### src/hdl/rwa_pkg.sv
`timescale 1ns / 1ps
// ----------------------------------------------------------------------------
// rwa_pkg: shared types and constants for the running window average
// Sample, sum and count widths, plus the request word for the divider.
// ----------------------------------------------------------------------------
package rwa_pkg;

  localparam int SAMPLE_W      = 16;
  localparam int WINDOW_LENGTH = 64;

  // fill count runs 0..WINDOW_LENGTH inclusive
  localparam int COUNT_W = $clog2(WINDOW_LENGTH + 1);
  // sum of a full window of samples never overflows this width
  localparam int SUM_W   = SAMPLE_W + $clog2(WINDOW_LENGTH);
  // one quotient bit per divider step
  localparam int DIV_STEPS = SUM_W;
  localparam int STEP_W    = $clog2(DIV_STEPS + 1);

  typedef logic signed [SAMPLE_W-1:0] sample_t;
  typedef logic signed [SUM_W-1:0]    sum_t;
  typedef logic [COUNT_W-1:0]         count_t;

  // start request handed to the divider
  typedef struct packed {
    logic   start;
    sum_t   dividend;
    count_t divisor;
  } div_req_t;

endpackage

### src/hdl/rwa_tap_cell.sv
`timescale 1ns / 1ps
// ----------------------------------------------------------------------------
// rwa_tap_cell: one stage of the sample delay line
// Holds one sample and takes its neighbor's sample on each shift.
// ----------------------------------------------------------------------------
module rwa_tap_cell (
  input  logic            clk,
  input  logic            shift,
  input  rwa_pkg::sample_t din,
  output rwa_pkg::sample_t dout
);
  import rwa_pkg::*;

  sample_t held;

  // payload only, no reset: a stage is never read before it is filled
  always_ff @(posedge clk) begin
    if (shift) begin
      held <= din;
    end
  end

  assign dout = held;

endmodule

### src/hdl/rwa_divider.sv
`timescale 1ns / 1ps
// ----------------------------------------------------------------------------
// rwa_divider: signed sum divided by the fill count
// Restoring divide, one quotient bit per cycle, truncates toward zero.
// ----------------------------------------------------------------------------
module rwa_divider (
  input  logic              clk,
  input  logic              rst,
  input  rwa_pkg::div_req_t req,
  output logic              req_ready,
  output logic              done,
  input  logic              take,
  output rwa_pkg::sample_t  quotient
);
  import rwa_pkg::*;

  localparam logic [1:0] D_IDLE = 2'd0;
  localparam logic [1:0] D_RUN  = 2'd1;
  localparam logic [1:0] D_DONE = 2'd2;

  logic [1:0]       state;
  logic [STEP_W-1:0] step;
  logic [COUNT_W-1:0] rem;
  logic [SUM_W-1:0]   quo;
  count_t             divisor;
  logic               neg;

  logic [COUNT_W:0]   trial;
  logic               fits;
  logic [COUNT_W:0]   trial_diff;
  logic [SUM_W-1:0]   signed_quo;

  // one restoring step
  always_comb begin
    trial      = {rem, quo[SUM_W-1]};
    fits       = trial >= {1'b0, divisor};
    trial_diff = trial - {1'b0, divisor};
  end

  // control
  always_ff @(posedge clk) begin
    if (rst) begin
      state <= D_IDLE;
      step  <= '0;
    end else begin
      unique case (state)
        D_IDLE: begin
          if (req.start) begin
            state <= D_RUN;
            step  <= '0;
          end
        end
        D_RUN: begin
          step <= step + 1'b1;
          if (step == STEP_W'(DIV_STEPS - 1)) begin
            state <= D_DONE;
          end
        end
        D_DONE: begin
          if (take) begin
            state <= D_IDLE;
          end
        end
        default: state <= D_IDLE;
      endcase
    end
  end

  // datapath: work on the magnitude, fix the sign at the end
  always_ff @(posedge clk) begin
    if (state == D_IDLE && req.start) begin
      neg     <= req.dividend[SUM_W-1];
      quo     <= req.dividend[SUM_W-1] ? SUM_W'(-req.dividend) : SUM_W'(req.dividend);
      rem     <= '0;
      divisor <= req.divisor;
    end else if (state == D_RUN) begin
      rem <= fits ? trial_diff[COUNT_W-1:0] : trial[COUNT_W-1:0];
      quo <= {quo[SUM_W-2:0], fits};
    end
  end

  assign signed_quo = neg ? (~quo + 1'b1) : quo;
  assign quotient   = signed_quo[SAMPLE_W-1:0];
  assign req_ready  = (state == D_IDLE);
  assign done       = (state == D_DONE);

endmodule

### src/hdl/running_window_average.sv
`timescale 1ns / 1ps
// ----------------------------------------------------------------------------
// running_window_average: mean of the most recent 64 samples
// Delay line of tap cells, running sum, and a serial divider by fill count.
// ----------------------------------------------------------------------------
//  channel   handshake             word
//  input     in_valid / in_ready   sample  (16b signed)
//  output    out_valid / out_ready average (16b signed)
//
//  For each word, the accept edge updates the sum and the delay line and
//  starts the divider, which then works out the quotient one bit per step;
//  the output register then takes the quotient.
//  in_ready is high while the divider is idle; a word may be accepted while
//  the previous average still waits in the output register.
//  A stalled output holds the finished quotient in the divider.
//  Synchronous reset clears the sum, fill count and handshake state.
// ----------------------------------------------------------------------------
module running_window_average (
  input  logic             clk,
  input  logic             rst,
  input  logic             in_valid,
  output logic             in_ready,
  input  rwa_pkg::sample_t sample,
  output logic             out_valid,
  input  logic             out_ready,
  output rwa_pkg::sample_t average
);
  import rwa_pkg::*;

  sample_t  taps [WINDOW_LENGTH];
  sum_t     running_sum;
  sum_t     running_sum_next;
  count_t   filled_count;
  count_t   filled_count_next;
  logic     accept;
  logic     full;
  div_req_t div_req;
  logic     div_ready;
  logic     div_done;
  logic     div_take;
  sample_t  div_quotient;

  assign accept = in_valid && in_ready;
  assign full   = (filled_count == COUNT_W'(WINDOW_LENGTH));

  // delay line: each cell takes its neighbor's sample on accept
  for (genvar i = 0; i < WINDOW_LENGTH; i++) begin : g_cell
    if (i == 0) begin : g_head
      rwa_tap_cell u_cell (.clk(clk), .shift(accept), .din(sample), .dout(taps[i]));
    end else begin : g_body
      rwa_tap_cell u_cell (.clk(clk), .shift(accept), .din(taps[i-1]), .dout(taps[i]));
    end
  end

  // sum recurrence: drop the oldest once full, add the new one
  always_comb begin
    running_sum_next = running_sum + {{(SUM_W-SAMPLE_W){sample[SAMPLE_W-1]}}, sample};
    if (full) begin
      running_sum_next = running_sum_next -
        {{(SUM_W-SAMPLE_W){taps[WINDOW_LENGTH-1][SAMPLE_W-1]}}, taps[WINDOW_LENGTH-1]};
    end
    filled_count_next = full ? filled_count : filled_count + 1'b1;
  end

  always_ff @(posedge clk) begin
    if (rst) begin
      running_sum  <= '0;
      filled_count <= '0;
    end else if (accept) begin
      running_sum  <= running_sum_next;
      filled_count <= filled_count_next;
    end
  end

  // divider start
  assign div_req.start    = accept;
  assign div_req.dividend = running_sum_next;
  assign div_req.divisor  = filled_count_next;
  assign in_ready         = div_ready;

  rwa_divider u_div (
    .clk      (clk),
    .rst      (rst),
    .req      (div_req),
    .req_ready(div_ready),
    .done     (div_done),
    .take     (div_take),
    .quotient (div_quotient)
  );

  // output register
  assign div_take = div_done && (!out_valid || out_ready);

  always_ff @(posedge clk) begin
    if (rst) begin
      out_valid <= 1'b0;
    end else if (div_take) begin
      out_valid <= 1'b1;
    end else if (out_ready) begin
      out_valid <= 1'b0;
    end
  end

  always_ff @(posedge clk) begin
    if (div_take) begin
      average <= div_quotient;
    end
  end

  // checks
  a_busy_after_accept: assert property (@(posedge clk) disable iff (rst)
    accept |=> !in_ready)
    else $error("input taken again while divide in progress");

  a_full_stays: assert property (@(posedge clk) disable iff (rst)
    accept && full |=> full)
    else $error("fill count left full window");

  a_take_loads_output: assert property (@(posedge clk) disable iff (rst)
    div_take |=> out_valid)
    else $error("quotient taken but no output word");

  a_count_grows: assert property (@(posedge clk) disable iff (rst)
    accept && !full |=> filled_count == $past(filled_count) + 1'b1)
    else $error("fill count did not advance during warm-up");

endmodule
### config.mk
export PLATFORM = sky130hd
export DESIGN_NAME = running_window_average
export DESIGN_NICKNAME = d
export VERILOG_FILES = /design/src/hdl/rwa_pkg.sv /design/src/hdl/rwa_tap_cell.sv /design/src/hdl/rwa_divider.sv /design/src/hdl/running_window_average.sv
export SDC_FILE = /design/constraint.sdc
export NUM_CORES = 1
export LEC_CHECK = 0
export BUFFER_PORTS_ARGS = -buffer_cell sky130_fd_sc_hd__buf_2
export CAP_MARGIN = 20
export CORE_MARGIN = 1
export CORE_UTILIZATION = 40
export DETAILED_ROUTE_END_ITERATION = 8
export GPL_TIMING_DRIVEN = 0
export HOLD_SLACK_MARGIN = 0.12
export SLEW_MARGIN = 20
export SYNTH_ARGS = -nofsm -noshare
export SYNTH_HDL_FRONTEND = slang
export SYNTH_HIERARCHICAL = 1
export SYNTH_SLANG_ARGS = --single-unit
### constraint.sdc
create_clock -name clk -period 58.3 [get_ports clk]
set_input_delay 8.745 -clock clk [delete_from_list [all_inputs] [get_ports clk]]
set_output_delay 8.745 -clock clk [all_outputs]
set_load 0.02 [all_outputs]
==> metrics.yaml <==
run_status:
  status: "completed"
pwr:
  p_per_area_nw_per_um2: 40.7
  p_switching_mw: 0.389
  p_leak_nw: 14.3
  clockPowerShare_pct: 38.2
  combPwrFrac_pct: 7.9
  p_int_mw: 1.39
  ir_drop_v: 0.0000278
  seqPwrFrac_pct: 53.8
  p_sw_share_pct: 21.9
global_route:
  met3_usage_pct: 2.19
  grt_pass1_wl_um: 88900
  grt-busiest-layer: "met1"
  grtUsageMet1_pct: 18.0
  grt_pass1_vias: 15900
  use_met2_pct: 16.7
  grt_max_degree: 41
  grtUsageTotal_pct: 11.8
  overflow: 0
  antenna_found_initial: 3
clock_network:
  cts_hold_buf: 0
  cts_tree: "yes"
  clk-insertion-delay-late_ns: 0.66
  clk_pin_slew_ns: 0.06
  ctsLongestPathBuffers: 3
  ctsHtreeMaxLevel: 3
  postCtsSetupRepairBufs: 0
  post_cts_resized: 0
  clock_tree.root_cell: "clkbuf_16"
  cts_inserted_buffers: 105
  clock-sinks: 1114
placed_design:
  io_buffers: 37
  dp_hpwl_um: 32400
  gp_congestion: 0.804
  dpl_cell_area_um2: 40200
worst_setup_path:
  reg2reg_depth: 26
  required_ns: 58.66
  crit_path_end: "u_div/quo[13]"
  critical_path.most_common_cell: "o21ai_0"
  slowest_delay_ns: 0.50
  startpoint_type: "primary input"
  crit_slowest_cell: "clkbuf_1"
  crit_start: "sample[0]"
  cp_max_fo: 10
  cp-end-kind: "flop"
  critical_path_class: "primary input to flop"
  rrSetupSlack_ns: 52.00
  rr_startpoint: "running_sum[0]"
  crit_arrival_ns: 14.68
  r2r_end: "u_div/quo[13]"
yosys:
  synth_fp_nets: 1919
  syn_area_um2: 37800
  syn_inst: 1841
  synth_flop_cell: "edfxtp_1"
  async_flop_share_pct: 0
  synth_edf_count: 1070
  synth_cell_types: 75
  synth.avg_cell_area_um2: 20.5
  ys_warn_count: 6
  synth-seq-cells: 1114
  ys_seq_area_share_pct: 87.4
timing:
  grt_setup_unrepaired: "false"
  setup_viol: 0
  period_needed_ns: 14.32
  finalHoldViolations: 0
  slew_viol_final: 0
  fin_skew_ns: 0.0376
  min_period_over_period_pct: 24.6
  fmax_ghz: 0.0699
  worst_pin_slew_ns: 0.882
  slew_headroom_pct: 40.9
final_layout:
  drive_above_1_share_pct: 12.0
  utilization_pct: 46.8
  layout-area-overhead-vs-synth_pct: 15.7
  final_cell_mix: "1070 x edfxtp_1, 112 x clkbuf_16, 93 x nand2_1"
  multiInputGateArea_um2: 4430
  layout_commonest_cell: "edfxtp_1"
  nets: 2095
  fill_cells: 7740
  seq_area_um2: 33000
  stdcell_area_um2: 43700
detailed_routing:
  drtPass1Iterations: 5
  dr.first_iter.drc_count: 1235
  wire_per_inst_um: 16.4
  vias: 15800
  drt_wl_total_um: 55000
  drtAntennaViolNets: 0
  via_per_inst: 4.71
  drc: 0
die:
  coreArea_um2: 93500
  die_y_um: 309
  placementRows: 112
  ios: 38
  dieArea_um2: 95700
  die_w_um: 309
  initial_core_util_pct: 40.4
flow_run:
  maxCapViolCount: 0
hold_path:
  holdCritPathClass: "flop to flop"
-- worst min-delay path by stage --
stage                                       from                                 to  slack [ns]  cells past startpoint
5_1_grt        g_cell[60].g_body.u_cell/dout[12]  g_cell[61].g_body.u_cell/dout[12]        0.40                      0
3_3_place_gp   g_cell[60].g_body.u_cell/dout[13]  g_cell[61].g_body.u_cell/dout[13]        0.40                      0
4_1_cts        g_cell[60].g_body.u_cell/dout[12]  g_cell[61].g_body.u_cell/dout[12]        0.38                      0
2_1_floorplan    g_cell[9].g_body.u_cell/dout[0]   g_cell[10].g_body.u_cell/dout[0]        0.40                      0
3_5_place_dp    g_cell[10].g_body.u_cell/dout[7]   g_cell[11].g_body.u_cell/dout[7]        0.40                      0
6_report       g_cell[60].g_body.u_cell/dout[12]  g_cell[61].g_body.u_cell/dout[12]        0.39                      0
-- logic make-up (layout without fill, tap and decap cells) --
group / Yosys count / count (layout) / share of synthesized area (%)
fa+ha+maj: 58 / 58 / 1.98
other cells: 0 / 2 / 0
mux: 10 / 10 / 0.278
buf+inv: 81 / 345 / 0.894
xor+xnor: 80 / 80 / 1.85
simple gates: 266 / 266 / 3.50
compound gates: 232 / 232 / 4.10
flops: 1114 / 1114 / 87.4
-- worst max-delay path, delay by kind of cell --
family / cells / cell delay, ns
AOI/OAI and AO/OA: 10 / 1.90
xor gates and xnor gates: 4 / 0.99
adders and majority gates: 3 / 0.95
and+or+nand+nor: 6 / 0.97
buffers and inverters: 4 / 1.12
-- power groups by stage --
stage          combinational (mW)  clock [mW]  sequential [mW]
2_1_floorplan               0.100           0             1.03
3_3_place_gp                0.131           0             1.06
3_5_place_dp                0.143           0            0.973
4_1_cts                     0.143       0.702            0.957
5_1_grt                     0.159       0.731            0.962
6_report                    0.141       0.679            0.957
-- layer usage --
layer / wire length (um) / up-vias / part of all wire (%)
li1: - / 7520 / -
met5: 0 / - / 0
met2: 23600 / 288 / 43
met3: 2160 / 102 / 3.9
met4: 1370 / 0 / 2.5
met1: 27800 / 7935 / 51
-- state kept, by name (all words and copies together) (netlist names) --
name and count:
u_div/state 2, u_div/rem 7, u_div/quo 22, running_sum 22, u_div/neg 1, average 16
out_valid 1, filled_count 7, g_cell.g_head.u_cell/dout 16, g_cell.g_body.u_cell/dout 1008, u_div/divisor 7, u_div/step 5
-- cell usage after synthesis (4+ instances only) --
library cell / instances / area, um2
o21bai_1: 9 / 67.6
ha_1: 55 / 688
nand4_1: 6 / 37.5
clkbuf_1: 21 / 78.8
nor2_1: 58 / 218
xnor2_1: 44 / 385
o211ai_1: 11 / 82.6
nor2b_1: 8 / 50.1
and3_1: 5 / 31.3
o21ai_0: 54 / 270
or3_1: 12 / 75.1
xor2_1: 36 / 315
nor3b_1: 5 / 37.5
o21a_1: 20 / 150
buf_4: 4 / 30.0
nand2_1: 93 / 349
nand3b_1: 6 / 45.0
dfxtp_1: 44 / 881
a21oi_1: 43 / 215
inv_1: 48 / 180
nor3_1: 15 / 75.1
a211oi_1: 9 / 67.6
a21o_1: 19 / 143
o41ai_1: 4 / 35.0
o21ai_1: 14 / 70.1
o31ai_1: 12 / 90.1
nand3_1: 15 / 75.1
or4_1: 4 / 30.0
edfxtp_1: 1070 / 32100
mux2i_1: 6 / 60.1
a31oi_1: 8 / 50.1
nand2b_1: 13 / 81.3
-- cell type report --
type,instances,area share [%]
flip-flops and latches,1114,75.5
multi-input cells,646,10.1
clock buffers,137,6.70
well taps,1254,3.59
repair buffers,69,1.90
clock inverters,58,1.36
inverters,49,0.421
plain buffers,32,0.355
diodes,2,0.0115
-- metrics by stage --
stage | instances | hold slack (ns) | total power, mW | setup WS, ns | TNS [ns]
after detailed placement | 3164 | 0.405 | 1.12 | 43.23 | 0
after floorplan | 1841 | 0.400 | 1.13 | 13.06 | 0
after global placement | 3132 | 0.402 | 1.19 | -1.91 | -16.08
final | 3361 | 0.388 | 1.78 | 43.98 | 0
after CTS | 3359 | 0.381 | 1.80 | 43.90 | 0
after global routing | 3359 | 0.400 | 1.85 | 43.51 | 0
Note: power is estimated with default switching activity, not from simulation.
